$ cat src/itoar_pkg.sv
`default_nettype none

package itoar_pkg;

  // ASCII codes used when forming characters
  localparam logic [6:0] CHAR_ZERO  = 7'h30;
  localparam logic [6:0] CHAR_A     = 7'h41;
  localparam logic [6:0] CHAR_MINUS = 7'h2D;

  // radix limits and the decimal base
  localparam logic [5:0] RADIX_MIN     = 6'd2;
  localparam logic [5:0] RADIX_MAX     = 6'd36;
  localparam logic [5:0] DEC_RADIX     = 6'd10;
  localparam logic [5:0] MAX_DEC_DIGIT = 6'd9;

  // which character a push writes into the digit store
  typedef enum logic [1:0] {
    PUSH_DIGIT,
    PUSH_ZERO,
    PUSH_SIGN
  } push_sel_t;

  // controller to datapath
  typedef struct packed {
    logic      load;
    logic      start_div;
    logic      div_step;
    logic      push;
    push_sel_t push_sel;
    logic      rd;
  } dp_cmd_t;

  // datapath to controller
  typedef struct packed {
    logic rem_zero;
    logic full;
    logic neg;
    logic cnt_zero;
    logic div_last;
    logic last;
  } dp_status_t;

endpackage

`default_nettype wire

$ cat src/itoar_dp.sv
`default_nettype none

module itoar_dp #(
  parameter int VALUE_BITS = 32,
  parameter int MAX_DIGITS = 32
) (
  input  wire logic                   clk,
  input  wire logic                   rst,
  input  wire logic [VALUE_BITS-1:0]  value,
  input  wire logic [5:0]             radix,
  input  wire itoar_pkg::dp_cmd_t     cmd,
  output itoar_pkg::dp_status_t       status,
  output logic [6:0]                  character,
  output logic                        last
);

  localparam int AW = (MAX_DIGITS > 1) ? $clog2(MAX_DIGITS) : 1;
  localparam int CW = $clog2(MAX_DIGITS + 1);
  localparam int BW = (VALUE_BITS > 1) ? $clog2(VALUE_BITS) : 1;

  logic [6:0]            store [MAX_DIGITS];
  logic [VALUE_BITS-1:0] remaining;
  logic [5:0]            rem;
  logic [5:0]            base;
  logic                  neg;
  logic [CW-1:0]         cnt;
  logic [BW-1:0]         bitcnt;

  logic [5:0]            radix_sat;
  logic                  in_neg;
  logic [VALUE_BITS-1:0] magnitude;
  logic [6:0]            trial;
  logic [6:0]            trial_sub;
  logic                  fits;
  logic [5:0]            rem_next;
  logic [6:0]            rem_ext;
  logic [6:0]            digit_chr;
  logic [6:0]            push_chr;
  logic                  can_push;
  logic [CW-1:0]         cnt_dec;

  // input conditioning: clamp the radix, take the decimal magnitude
  always_comb begin
    if (radix < itoar_pkg::RADIX_MIN) begin
      radix_sat = itoar_pkg::RADIX_MIN;
    end else if (radix > itoar_pkg::RADIX_MAX) begin
      radix_sat = itoar_pkg::RADIX_MAX;
    end else begin
      radix_sat = radix;
    end
  end

  assign in_neg    = (radix_sat == itoar_pkg::DEC_RADIX) && value[VALUE_BITS-1];
  assign magnitude = in_neg ? ({VALUE_BITS{1'b0}} - value) : value;

  // one restoring division step: a quotient bit per cycle
  assign trial     = {rem, remaining[VALUE_BITS-1]};
  assign fits      = trial >= {1'b0, base};
  assign trial_sub = trial - {1'b0, base};
  assign rem_next  = fits ? trial_sub[5:0] : trial[5:0];

  // remainder to ASCII
  assign rem_ext   = {1'b0, rem};
  assign digit_chr = (rem > itoar_pkg::MAX_DEC_DIGIT)
                   ? itoar_pkg::CHAR_A + rem_ext - {1'b0, itoar_pkg::DEC_RADIX}
                   : itoar_pkg::CHAR_ZERO + rem_ext;

  always_comb begin
    case (cmd.push_sel)
      itoar_pkg::PUSH_DIGIT: push_chr = digit_chr;
      itoar_pkg::PUSH_ZERO:  push_chr = itoar_pkg::CHAR_ZERO;
      itoar_pkg::PUSH_SIGN:  push_chr = itoar_pkg::CHAR_MINUS;
      default:               push_chr = itoar_pkg::CHAR_ZERO;
    endcase
  end

  assign can_push = cnt < CW'(MAX_DIGITS);
  assign cnt_dec  = cnt - 1'b1;

  // counters
  always_ff @(posedge clk) begin
    if (rst) begin
      cnt    <= '0;
      bitcnt <= '0;
    end else begin
      if (cmd.load) begin
        cnt <= '0;
      end else if (cmd.push && can_push) begin
        cnt <= cnt + 1'b1;
      end else if (cmd.rd) begin
        cnt <= cnt_dec;
      end
      if (cmd.start_div) begin
        bitcnt <= BW'(VALUE_BITS - 1);
      end else if (cmd.div_step) begin
        bitcnt <= bitcnt - 1'b1;
      end
    end
  end

  // working value, remainder and output register
  always_ff @(posedge clk) begin
    if (rst) begin
      remaining <= '0;
    end else if (cmd.load) begin
      remaining <= magnitude;
    end else if (cmd.div_step) begin
      remaining <= {remaining[VALUE_BITS-2:0], fits};
    end
  end

  always_ff @(posedge clk) begin
    if (cmd.load) begin
      base <= radix_sat;
      neg  <= in_neg;
    end
    if (cmd.start_div) begin
      rem <= '0;
    end else if (cmd.div_step) begin
      rem <= rem_next;
    end
    if (cmd.rd) begin
      character <= store[cnt_dec[AW-1:0]];
      last      <= (cnt == CW'(1));
    end
  end

  // digit store, filled least significant first
  always_ff @(posedge clk) begin
    if (cmd.push && can_push) begin
      store[cnt[AW-1:0]] <= push_chr;
    end
  end

  assign status.rem_zero = (remaining == '0);
  assign status.full     = !can_push;
  assign status.neg      = neg;
  assign status.cnt_zero = (cnt == '0);
  assign status.div_last = (bitcnt == '0);
  assign status.last     = last;

endmodule

`default_nettype wire

$ cat src/itoar_ctrl.sv
`default_nettype none

module itoar_ctrl (
  input  wire logic                  clk,
  input  wire logic                  rst,
  input  wire logic                  in_valid,
  output logic                       in_ready,
  output logic                       out_valid,
  input  wire logic                  out_ready,
  input  wire itoar_pkg::dp_status_t status,
  output itoar_pkg::dp_cmd_t         cmd
);

  typedef enum logic [2:0] {
    ST_IDLE,
    ST_CHECK,
    ST_DIV,
    ST_PUSH,
    ST_READ,
    ST_SHOW
  } state_t;

  state_t state;
  state_t state_next;

  // commands and next state
  always_comb begin
    state_next   = state;
    cmd          = '0;
    cmd.push_sel = itoar_pkg::PUSH_DIGIT;
    case (state)
      ST_IDLE: begin
        if (in_valid) begin
          cmd.load   = 1'b1;
          state_next = ST_CHECK;
        end
      end
      ST_CHECK: begin
        if (status.rem_zero || status.full) begin
          // conversion finished: lone zero, or append the sign
          if (status.cnt_zero) begin
            cmd.push     = 1'b1;
            cmd.push_sel = itoar_pkg::PUSH_ZERO;
          end else if (status.neg) begin
            cmd.push     = 1'b1;
            cmd.push_sel = itoar_pkg::PUSH_SIGN;
          end
          state_next = ST_READ;
        end else begin
          cmd.start_div = 1'b1;
          state_next    = ST_DIV;
        end
      end
      ST_DIV: begin
        cmd.div_step = 1'b1;
        if (status.div_last) begin
          state_next = ST_PUSH;
        end
      end
      ST_PUSH: begin
        cmd.push   = 1'b1;
        state_next = ST_CHECK;
      end
      ST_READ: begin
        cmd.rd     = 1'b1;
        state_next = ST_SHOW;
      end
      ST_SHOW: begin
        if (out_ready) begin
          state_next = status.last ? ST_IDLE : ST_READ;
        end
      end
      default: begin
        state_next = ST_IDLE;
      end
    endcase
  end

  // state and handshake flags
  always_ff @(posedge clk) begin
    if (rst) begin
      state     <= ST_IDLE;
      in_ready  <= 1'b1;
      out_valid <= 1'b0;
    end else begin
      state     <= state_next;
      in_ready  <= (state_next == ST_IDLE);
      out_valid <= (state_next == ST_SHOW);
    end
  end

endmodule

`default_nettype wire

$ cat src/integer_to_ascii_radix_top.sv
// Integer to ASCII converter with selectable radix.
// Input channel (in_valid/in_ready) takes a value and a radix (2..36; lower
// codes act as 2, higher as 36). In base 10 the value is two's complement and
// a negative number gets a leading '-'; other bases read it unsigned.
// Output channel (out_valid/out_ready) gives one ASCII character per transfer,
// most significant first, with last set on the final one. Zero gives "0".
// Digits are produced by a shared restoring divider, one quotient bit per
// cycle; each digit passes through a check, the division steps and a push.
// The characters are then read from the digit store one at a time, each
// offered until out_ready takes it.
// One item is handled at a time: in_ready is high only when the previous
// item's last character has been transferred. A stalled receiver holds the
// character and last steady until taken. Synchronous reset returns to idle
// with in_ready high and out_valid low; the digit store is not cleared.
`default_nettype none

module integer_to_ascii_radix_top #(
  parameter int VALUE_BITS = 32,
  parameter int MAX_DIGITS = 32
) (
  input  wire logic                  clk,
  input  wire logic                  rst,
  input  wire logic                  in_valid,
  output logic                       in_ready,
  input  wire logic [VALUE_BITS-1:0] value,
  input  wire logic [5:0]            radix,
  output logic                       out_valid,
  input  wire logic                  out_ready,
  output logic [6:0]                 character,
  output logic                       last
);

  itoar_pkg::dp_cmd_t    cmd;
  itoar_pkg::dp_status_t status;

  itoar_ctrl u_ctrl (
    .clk       (clk),
    .rst       (rst),
    .in_valid  (in_valid),
    .in_ready  (in_ready),
    .out_valid (out_valid),
    .out_ready (out_ready),
    .status    (status),
    .cmd       (cmd)
  );

  itoar_dp #(
    .VALUE_BITS (VALUE_BITS),
    .MAX_DIGITS (MAX_DIGITS)
  ) u_dp (
    .clk       (clk),
    .rst       (rst),
    .value     (value),
    .radix     (radix),
    .cmd       (cmd),
    .status    (status),
    .character (character),
    .last      (last)
  );

endmodule

`default_nettype wire

$ cat config.mk
export PLATFORM = sky130hd
export DESIGN_NAME = integer_to_ascii_radix_top
export DESIGN_NICKNAME = d
export VERILOG_FILES = /design/src/itoar_pkg.sv /design/src/itoar_dp.sv /design/src/itoar_ctrl.sv /design/src/integer_to_ascii_radix_top.sv
export SDC_FILE = /design/constraint.sdc
export NUM_CORES = 1
export LEC_CHECK = 0
export BUFFER_PORTS_ARGS = -buffer_cell sky130_fd_sc_hd__clkbuf_2
export CORE_ASPECT_RATIO = 0.9
export CORE_MARGIN = 10
export CORE_UTILIZATION = 50
export DETAILED_ROUTE_END_ITERATION = 8
export PLACE_DENSITY = 0.78
export SYNTH_ARGS = -nofsm -noshare
export SYNTH_HDL_FRONTEND = slang
export SYNTH_HIERARCHICAL = 1
export SYNTH_SLANG_ARGS = --single-unit
$ cat constraint.sdc
create_clock -name clk -period 12.05 [get_ports clk]
set_input_delay 0.6025 -clock clk [delete_from_list [all_inputs] [get_ports clk]]
set_output_delay 0.6025 -clock clk [all_outputs]
set_load 0.005 [all_outputs]
==> results of run 1 <==
## logic make-up after synthesis
| logic type | count (synthesis) |
|---|---|
| AND/OR/NAND/NOR | 262 |
| buffers and inverters | 73 |
| flip-flops | 293 |
| multiplexers | 100 |
| AO/OA/AOI/OAI | 155 |
| adder cells (fa/ha/maj) | 19 |
| XOR/XNOR | 37 |
## cell type report
type | count | area, um2 | share of cell area [%]
clock buffer | 32 | 716 | 4.85
clock inverter | 20 | 231 | 1.57
multi-input combinational | 573 | 4670 | 31.7
sequential | 293 | 8260 | 56.0
tap | 348 | 435 | 2.95
timing repair buffer | 61 | 350 | 2.37
inverter | 24 | 90.1 | 0.610
## routing by layer
layer	GRT usage (%)	vias to the layer above	wire length [um]	share of wire (%)
met5	0	-	0	0
met2	27.2	406	13800	47
li1	-	3727	-	-
met1	24.7	4033	12800	43
met4	3.38	0	507	1.7
met3	3.50	37	2480	8.4
## cells in the final DEF, fill, tap and decap left out, types with 15 or more instances in the layout
cell type	count
clkbuf_16	28
ha_1	16
mux4_2	56
nand2_1	70
o22ai_1	25
a21oi_1	31
xor2_1	24
nor2_1	77
mux2i_1	36
edfxtp_1	239
clkbuf_2	51
nand3_1	15
inv_1	24
nor4_1	18
o21ai_0	37
dfxtp_1	53
## registers in the layout (all words and copies together), names as in the netlist
register and cells:
u_dp/cnt 6, u_ctrl/in_ready 1, u_dp/base 6, u_dp/bitcnt 5, u_ctrl/out_valid 1, u_dp/last 1
u_dp/remaining 32, u_dp/store 224, u_dp/character 7, u_dp/neg 1, u_dp/rem 6, u_ctrl/state 3
## power by group through the flow
stage / Clock, uW / Sequential, uW / Combinational (uW)
floorplan: 0 / 1450 / 363
global placement: 0 / 1460 / 600
detailed placement: 0 / 1460 / 618
CTS: 904 / 1440 / 624
global route: 950 / 1440 / 716
finish: 892 / 1440 / 648
## worst register-to-register path: cells and delay by family, from the launching register on
family | cells | cell delay [ns]
and+or+nand+nor | 8 | 2.81
DFF | 1 | 0.32
AOI/OAI and AO/OA | 2 | 0.25
## through the flow
| step | worst slack, ns | util [%] |
|---|---|---|
| 6_report | 8.31 | 56.8 |
| 5_1_grt | 8.03 | 56.8 |
| 4_1_cts | 8.33 | 56.6 |
| 3_5_place_dp | 8.34 | 53.0 |
| 3_3_place_gp | 8.45 | 53.0 |
| 2_1_floorplan | 6.98 | - |
## worst min path at each step
| stage | startpoint | end | slack [ns] | depth (start not counted) |
|---|---|---|---|---|
| after floorplan | u_dp/rem[4]$_SDFFE_PP0P_ | u_dp/rem[4]$_SDFFE_PP0P_ | 0.49 | 2 |
| final | radix[5] | u_dp/base[5]$_DFFE_PP_ | 0.34 | 1 |
| after global routing | radix[5] | u_dp/base[5]$_DFFE_PP_ | 0.34 | 1 |
| after global placement | u_dp/rem[4]$_SDFFE_PP0P_ | u_dp/rem[4]$_SDFFE_PP0P_ | 0.52 | 2 |
| after CTS | radix[5] | u_dp/base[5]$_DFFE_PP_ | 0.32 | 1 |
| after detailed placement | u_dp/rem[4]$_SDFFE_PP0P_ | u_dp/rem[4]$_SDFFE_PP0P_ | 0.53 | 2 |
==> run_results.csv, run 1 <==
group,metric,value,unit
critical_path,r2r_end,"u_dp/store[15][3]$_DFFE_PP_",
layout,drive_above_1_share,19.5,%
synthesis,synth_fa_ha_area_share,1.84,%
sta,tns,0,ns
critical_path,r2r-start,"u_dp/remaining[4]$_SDFFE_PP0P_",
run_status,status,"complete, no violations",
synthesis,synth_mux_area_share,13.0,%
global_route,grt_usage,17.4,%
drt,initialDrtViolationCount,860,
critical_path,reg2reg_depth,10,
synthesis,synthFlopType,"edfxtp_1",
clock_network,cts_inserted_buffers,28,
drt,routed_wl,29600,um
clock_network,cts_max_level,1,
drt,vias,8203,
critical_path,cpMaxStageDelayCell,"nor2_1",
layout,fin_cells,1351,
synthesis,synth_area_leaders,"edfxtp_1 54%, mux4_2 9.6%, dfxtp_1 8.2%, mux2i_1 2.7%, nor2_1 2.2%",
critical_path,r2r_setup_slack,8.31,ns
clock_network,clkTransAtPathRegs,0.06,ns
sta,maxSlewHeadroom,12.3,%
sta,worst_pin_slew,1.32,ns
critical_path,worstPathMaxFanout,9,
synthesis,synth_most_common_cell,"edfxtp_1",
drt,postRouteAntennaNets,0,
critical_path,critPathLaunch,"u_dp/remaining[4]$_SDFFE_PP0P_",
global_route,grt_pass1_vias,8031,
pwr,cellLeakagePower,0.00492,uW
drt,drc,0,
floorplan,core-area,26000,um2
synthesis,synthCells,939,
sta,rsz0062_at_grt,"false",
sta,slew_violations,0,
worst_hold_path,hp-class,"input port to flip-flop",
placed_design,place_congestion,0.844,
critical_path,endpoint_kind,"flip-flop",
critical_path,arrival,3.92,ns
sta,setup_viol,0,
global_route,grt_pass1_wl,46200,um
placed_design,dp.cells,1298,
placed_design,placed_area,13800,um2
synthesis,syn_nets,999,
pwr,p_seq_share,48.2,%
sta,period_minus_slack,3.74,ns
layout,fill_cells,1999,
layout,diodes,0,
sta,finalHoldViolCount,0,
synthesis,ys_ff_latch,293,
clock_network,cts_tree,"done",
critical_path,worstSetupEndpoint,"u_dp/store[15][3]$_DFFE_PP_",
floorplan,initial_core_util,50.7,%
critical_path,crit_type,"flip-flop to flip-flop",
floorplan,die_h,174,um
synthesis,synth_top_family_by_area,"multiplexers",
floorplan,ioPinCount,52,
pwr,p_comb_share,21.8,%
clock_network,ctsHoldBuffers,0,
pwr,internal-power,2100,uW
pwr,finalPower,2980,uW
layout,finalInstanceArea,14800,um2
job,cap_violations,0,
floorplan,die_area,33300,um2
clock_network,insertion_delay,0.56,ns
critical_path,critPathLaunchType,"flip-flop",
sta,period_share,31.0,%
critical_path,cp.required,12.23,ns
sta,fmax,268,MHz
floorplan,std_cell_rows,56,
synthesis,yosys-top-cells-count,"239 x edfxtp_1, 79 x nor2_1, 70 x nand2_1",
clock_network,clockBufferDepth,3,
layout,fin_nets,1041,
clock_network,cts_resized,0,
critical_path,crit_buf_inv,0,
layout,areaGrowthSynthToFinish,11.9,%
pwr,power.density,202,nW/um2
critical_path,max_stage_delay,0.70,ns
drt,via_per_inst,6.07,
global_route,grt-ovfl-total,0,
pwr,switchingPower,874,uW
clock_network,cts_setup_buffers,0,
synthesis,synth_simple_gate_area_share,9.96,%
critical_path,crit_family,"simple AND/OR/NAND/NOR gates",
synthesis,synthArstFlopShare,0,%
synthesis,synth_top_cell_by_area,"edfxtp_1",
pwr,switching_share,29.3,%
clock_network,cts_root_buf,"clkbuf_16",
floorplan,dieWidth,191,um
synthesis,synth-xor-area-share,2.51,%
synthesis,synth_edf_count,239,
drt,wl_per_cell,21.9,um
pwr,ir_drop,0.133,mV
critical_path,cp_cell_sequence,"nor4_1 -> nand4_1 -> nor2_1 -> nor2_1 -> and3b_4 -> o21ai_0 -> o21ai_0 -> nor2b_1 -> nand2_1 -> nor2_1",
critical_path,worst-path-stages,10,
synthesis,synth-seq-area-share,62.6,%
placed_design,place_hpwl,19300,um
critical_path,cpMostUsedCell,"nor2_1",
synthesis,ys_warn_count,6,
synthesis,syn_area_per_cell,14.0,um2
synthesis,synth.distinct_cells,70,
placed_design,portBuffers,51,
synthesis,syn-cell-area,13200,um2
sta,skew,0.0183,ns
global_route,grt_max_degree,60,
pwr,clkPwrFrac,30.0,%
clock_network,clock-sinks,293,
drt,drt_pass1_iterations,6,
synthesis,synth-compound-area-share,7.67,%
sta,hold_ws,0.336,ns
synthesis,yosysTopAreaCellShare,54.4,%
global_route,antenna_found_initial,0,
Note: power is estimated with default switching activity, not from simulation.
==> run 2, diff against run 1 <==
clock period = 3.6 ns   (was 12.05 ns; I/O delays follow)
==> run 2 against run 1 <==
Compared with the run above:
- global-route usage is 0.17 points higher
- clock skew decreased by 0.0077 ns
- routed wire length is 0.71% higher
- core utilization rose by 2.0 points
- sequential cell count unchanged
- maximum frequency is 14% higher
- combinational power rose to 3.6 times the previous value
- critical path depth grew 1
- critical endpoint is now u_dp/store[7][5]$_DFFE_PP_
- largest power group unchanged
- highest routed layer unchanged
==> run_results.csv, run 2 (same netlist as run 1, synthesis figures left out) <==
group,metric,value,unit
run_status,status,"complete, no violations",
worst_hold_path,hp-class,"input port to flip-flop",
placed_design,place_congestion,0.843,
sta,fin_ws,0.315,ns
drt,via_per_inst,5.98,
sta,setup_viol,0,
pwr,ir_drop,0.540,mV
placed_design,portBuffers,51,
floorplan,ioPinCount,52,
sta,slew_violations,0,
critical_path,crit_buf_inv,1,
critical_path,cpMostUsedCell,"nor2_1",
drt,drc,0,
floorplan,core-area,26000,um2
sta,fmax,304,MHz
drt,vias,8483,
critical_path,worstPathMaxFanout,9,
drt,drt_pass1_iterations,5,
critical_path,arrival,3.52,ns
sta,worst_pin_slew,0.952,ns
clock_network,clock-sinks,293,
sta,maxSlewHeadroom,36.1,%
clock_network,cts_tree,"done",
pwr,power.density,648,nW/um2
sta,finalHoldViolCount,0,
layout,fin_nets,1110,
critical_path,crit_type,"flip-flop to flip-flop",
layout,drive_above_1_share,22.7,%
clock_network,cts_max_level,1,
critical_path,cpMaxStageDelayCell,"nor2b_2",
drt,initialDrtViolationCount,1029,
floorplan,initial_core_util,50.7,%
clock_network,clockBufferDepth,3,
sta,period_share,91.2,%
global_route,grt_pass1_wl,46300,um
critical_path,crit_family,"simple AND/OR/NAND/NOR gates",
global_route,grt_pass1_vias,8351,
layout,areaGrowthSynthToFinish,15.8,%
sta,rsz0062_at_grt,"false",
floorplan,dieWidth,191,um
global_route,grt_max_degree,60,
drt,routed_wl,29800,um
drt,wl_per_cell,21.0,um
placed_design,dp_slack,0.161,ns
global_route,antenna_found_initial,0,
critical_path,cp_cell_sequence,"nor4_1 -> nand4_1 -> nor2_1 -> nor2_1 -> and3b_4 -> o21ai_0 -> o21ai_0 -> nor2b_2 -> nand2_1 -> nor2_1 -> buf_4",
drt,postRouteAntennaNets,0,
critical_path,critPathLaunchType,"flip-flop",
job,cap_violations,0,
sta,period_minus_slack,3.28,ns
clock_network,cts_root_buf,"clkbuf_16",
layout,mostFrequentLayoutCell,"edfxtp_1",
global_route,grt_usage,17.5,%
pwr,cellLeakagePower,0.00523,uW
critical_path,cp.required,3.84,ns
clock_network,insertion_delay,0.53,ns
global_route,grt-ovfl-total,0,
floorplan,std_cell_rows,56,
placed_design,place_hpwl,19400,um
layout,final_cell_mix,"239 x edfxtp_1, 77 x nor2_1, 70 x nand2_1",
floorplan,die_h,174,um
floorplan,die_area,33300,um2
sta,tns,0,ns
clock_network,clkTransAtPathRegs,0.06,ns
layout,diodes,0,
critical_path,endpoint_kind,"flip-flop",
layout,largest_reg_flops,224,
sta,skew,0.0107,ns
critical_path,max_stage_delay,0.46,ns
clock_network,cts_inserted_buffers,28,
## run 2: where the power goes
| part | total [uW] | internal [uW] | switching, uW | leakage, uW |
|---|---|---|---|---|
| combinational | 2340 | 652 | 1690 | 0.00219 |
| sequential | 4800 | 4680 | 111 | 0.00260 |
| clock | 2750 | 1570 | 1180 | 0.000438 |
## run 2: worst min-delay path: cells and delay by family
family                    cells  cell delay (ns)
AOI/OAI and AO/OA             1             0.12
buffers and inverters         1             0.11
xor gates and xnor gates      1             0.09
## run 2: metrics by stage
stage | util, % | instances | hold WS (ns) | power [uW] | cell area, um2
detailed placement | 54.5 | 1345 | 0.460 | 7210 | 14200
global route | 58.7 | 1419 | 0.00894 | 10300 | 15300
global placement | 54.5 | 1345 | 0.450 | 7130 | 14200
CTS | 58.7 | 1419 | 0.00212 | 9940 | 15300
floorplan | - | 939 | 0.264 | 6090 | 13200
finish | 58.7 | 1419 | 0.0132 | 9890 | 15300
## run 2: path summary, 6_finish.rpt
path | start | endpoint | slack [ns] | depth (start not counted)
setup / recovery | u_dp/remaining[3]$_SDFFE_PP0P_ | u_dp/store[7][5]$_DFFE_PP_ | 0.32 | 11
hold / removal | value[25] | u_dp/remaining[25]$_SDFFE_PP0P_ | 0.01 | 3
setup reg to reg | u_dp/remaining[3]$_SDFFE_PP0P_ | u_dp/store[7][5]$_DFFE_PP_ | 0.32 | 11
hold reg to reg | u_dp/rem[4]$_SDFFE_PP0P_ | u_dp/rem[4]$_SDFFE_PP0P_ | 0.53 | 2
## run 2: cell type report
| type | count | area (um2) |
|---|---|---|
| clock buffers | 38 | 811 |
| well taps | 348 | 435 |
| repair buffers | 130 | 918 |
| inverters | 24 | 90.1 |
| multi-input cells | 573 | 4680 |
| clock inverters | 13 | 68.8 |
| fillers | 1900 | 10700 |
| flip-flops and latches | 293 | 8260 |
## run 2: timing repair
item | CTS | global route
endpoints found under the setup margin | 0 | 63
resized for setup | 0 | 1
hold buffers | 23 | 0
setup buffers | 0 | 0
hold endpoints to repair | 22 | 0
## run 2: routing by layer
layer  track usage (%)  part of all wire [%]  up-vias  wire length [um]
li1                  -                     -     3867                 -
met1              23.9                    42     4130             12400
met2              27.9                    47      429             14000
met3              3.90                   9.5       57              2840
met4              4.49                   2.0        0               598
met5                 0                     0        -                 0
==> run 3, diff against run 2 <==
BUFFER_PORTS_ARGS = -buffer_cell sky130_fd_sc_hd__buf_4   (was -buffer_cell sky130_fd_sc_hd__clkbuf_2)
CELL_PAD_IN_SITES_DETAIL_PLACEMENT = 0   (was not set)
CELL_PAD_IN_SITES_GLOBAL_PLACEMENT = 1   (was not set)
PLACE_DENSITY = 0.88   (was 0.78)
==> run 3 against run 2 <==
Compared with the run above:
- setup slack improved by 0.12 ns
- sequential share of layout area fell by 1.4 points
- design area rose by 2.7%
- non-clock buffer count rose by 20
- critical path depth rose by 2
- via count rose by 0.17%
- maximum frequency rose by 3.8%
- hold slack got worse by 0.0028 ns
- highest routed layer unchanged
- register-to-register slack improved by 0.12 ns
==> run_results.csv, run 3 (same netlist as run 1, synthesis figures left out) <==
group,metric,value,unit
layout,final_cell_mix,"239 x edfxtp_1, 109 x buf_4, 77 x nor2_1",
sta,tns,0,ns
run_status,status,"complete, no violations",
global_route,antenna_found_initial,0,
placed_design,place_hpwl,19900,um
floorplan,core-area,26000,um2
drt,routed_wl,30800,um
layout,areaGrowthSynthToFinish,18.9,%
clock_network,cts_resized,0,
critical_path,cpMaxStageDelayCell,"nor2b_1",
critical_path,cp.required,3.88,ns
pwr,ir_drop,0.715,mV
sta,worst_pin_slew,1.05,ns
drt,drt_pass1_iterations,5,
drt,postRouteAntennaNets,0,
drt,vias,8497,
critical_path,max_stage_delay,0.38,ns
sta,setup_viol,0,
layout,mostFrequentLayoutCell,"edfxtp_1",
global_route,grt_usage,18.2,%
sta,rsz0062_at_grt,"false",
drt,via_per_inst,5.88,
layout,utilization,60.3,%
sta,maxSlewHeadroom,29.5,%
pwr,switching_share,30.3,%
sta,period_minus_slack,3.17,ns
critical_path,crit_type,"flip-flop to flip-flop",
clock_network,cts_root_buf,"clkbuf_16",
pwr,power.density,653,nW/um2
drt,initialDrtViolationCount,902,
clock_network,clkTransAtPathRegs,0.06,ns
global_route,grt-ovfl-total,0,
worst_hold_path,min_from,"value[24]",
sta,period_share,87.9,%
sta,fmax,316,MHz
clock_network,cts_inserted_buffers,30,
layout,diodes,0,
layout,fill_cells,1970,
pwr,internal-power,7130,uW
layout,fin_nets,1132,
clock_network,clock-sinks,293,
clock_network,insertion_delay,0.57,ns
drt,drc,0,
clock_network,clockBufferDepth,3,
job,cap_violations,0,
critical_path,endpoint_kind,"flip-flop",
pwr,p_seq_share,46.8,%
critical_path,r2r_end,"u_dp/store[10][4]$_DFFE_PP_",
floorplan,die_h,174,um
floorplan,die_area,33300,um2
global_route,grt_pass1_wl,47900,um
placed_design,place_congestion,0.817,
clock_network,cts_max_level,1,
sta,finalHoldViolCount,0,
floorplan,std_cell_rows,56,
worst_hold_path,whs_path_depth,3,
pwr,switchingPower,3110,uW
pwr,p_comb_share,23.5,%
global_route,grt_pass1_vias,8311,
critical_path,r2r_setup_slack,0.43,ns
critical_path,cp_cell_sequence,"nor4_1 -> nand4_1 -> nor2_1 -> nor2_1 -> and3b_4 -> o21ai_0 -> o21ai_0 -> nor2b_1 -> buf_4 -> nand2_1 -> buf_4 -> nor2_1 -> buf_4",
sta,slew_violations,0,
layout,drive_above_1_share,22.4,%
floorplan,dieWidth,191,um
placed_design,dp.cells,1348,
layout,fin_cells,1444,
worst_hold_path,min_to,"u_dp/remaining[24]$_SDFFE_PP0P_",
floorplan,initial_core_util,50.7,%
worst_hold_path,hp-class,"input port to flip-flop",
clock_network,ctsHoldBuffers,40,
clock_network,cts_setup_buffers,0,
sta,skew,0.0362,ns
critical_path,reg2reg_depth,13,
critical_path,critPathLaunchType,"flip-flop",
clock_network,cts_tree,"done",
critical_path,worstPathMaxFanout,7,
placed_design,portBuffers,51,
critical_path,r2r-start,"u_dp/remaining[3]$_SDFFE_PP0P_",
layout,largest_reg_flops,224,
pwr,clkPwrFrac,29.7,%
drt,wl_per_cell,21.3,um
global_route,grt_max_degree,60,
floorplan,ioPinCount,52,
pwr,cellLeakagePower,0.00539,uW
critical_path,arrival,3.45,ns
==> run 3: cell types whose count changed in the layout (fill, tap and decap cells not counted), sizes merged <==
cell	previous run	this run
clkinv	11	9
clkbuf	89	41
bufinv	0	3
buf	56	110
inv	25	26
dlygate4sd3	23	40
==> run 3: worst max-delay path by stage <==
stage	startpoint	end	slack, ns	cells past startpoint
6_report	u_dp/remaining[3]$_SDFFE_PP0P_	u_dp/store[10][4]$_DFFE_PP_	0.43	13
3_3_place_gp	u_dp/rem[4]$_SDFFE_PP0P_	u_dp/store[15][5]$_DFFE_PP_	0.64	7
3_5_place_dp	u_dp/remaining[4]$_SDFFE_PP0P_	u_dp/store[10][2]$_DFFE_PP_	0.51	13
2_1_floorplan	u_dp/cnt[0]$_SDFFE_PP0P_	u_dp/store[0][3]$_DFFE_PP_	0.02	8
4_1_cts	u_dp/remaining[4]$_SDFFE_PP0P_	u_dp/store[26][3]$_DFFE_PP_	0.43	13
5_1_grt	u_dp/remaining[4]$_SDFFE_PP0P_	u_dp/store[10][2]$_DFFE_PP_	0.21	13
==> run 3: critical path: cells and delay by family, from the launching register on <==
family	cells	cell delay, ns
and+or+nand+nor	8	1.69
DFF	1	0.32
buffers and inverters	3	0.59
AOI/OAI and AO/OA	2	0.30
==> run 3: routing by layer <==
| metal | vias up | track usage, % | share of wire (%) |
|---|---|---|---|
| met4 | 0 | 4.55 | 2.2 |
| met1 | 4191 | 25.7 | 43 |
| li1 | 3896 | - | - |
| met3 | 46 | 3.40 | 7.2 |
| met2 | 364 | 28.4 | 47 |
| met5 | - | 0 | 0 |
==> run 3: final cells by class <==
| cell class | count | area, um2 | area share (%) |
|---|---|---|---|
| Inverter | 24 | 90.1 | 0.575 |
| Sequential cell | 293 | 8260 | 52.7 |
| Multi-Input combinational cell | 573 | 4680 | 29.9 |
| Clock inverter | 15 | 168 | 1.07 |
| Timing Repair Buffer | 150 | 1240 | 7.90 |
| Tap cell | 348 | 435 | 2.78 |
| Clock buffer | 41 | 802 | 5.12 |
==> run 3: power by group through the flow <==
stage	sequential [uW]	combinational [uW]	clock [uW]
2_1_floorplan	4850	1240	0
3_3_place_gp	4860	2350	0
3_5_place_dp	4870	2390	0
4_1_cts	4790	2420	3090
5_1_grt	4810	2600	3230
6_report	4800	2410	3040
==> run 3: stage by stage <==
stage          area, um2  setup WS [ns]  power [uW]  hold slack (ns)
2_1_floorplan      13200         0.0185        6090            0.264
3_3_place_gp       14300          0.643        7210            0.414
3_5_place_dp       14300          0.507        7250            0.418
4_1_cts            15700          0.429       10300          0.00409
5_1_grt            15700          0.213       10600          0.00615
6_report           15700          0.434       10200           0.0105
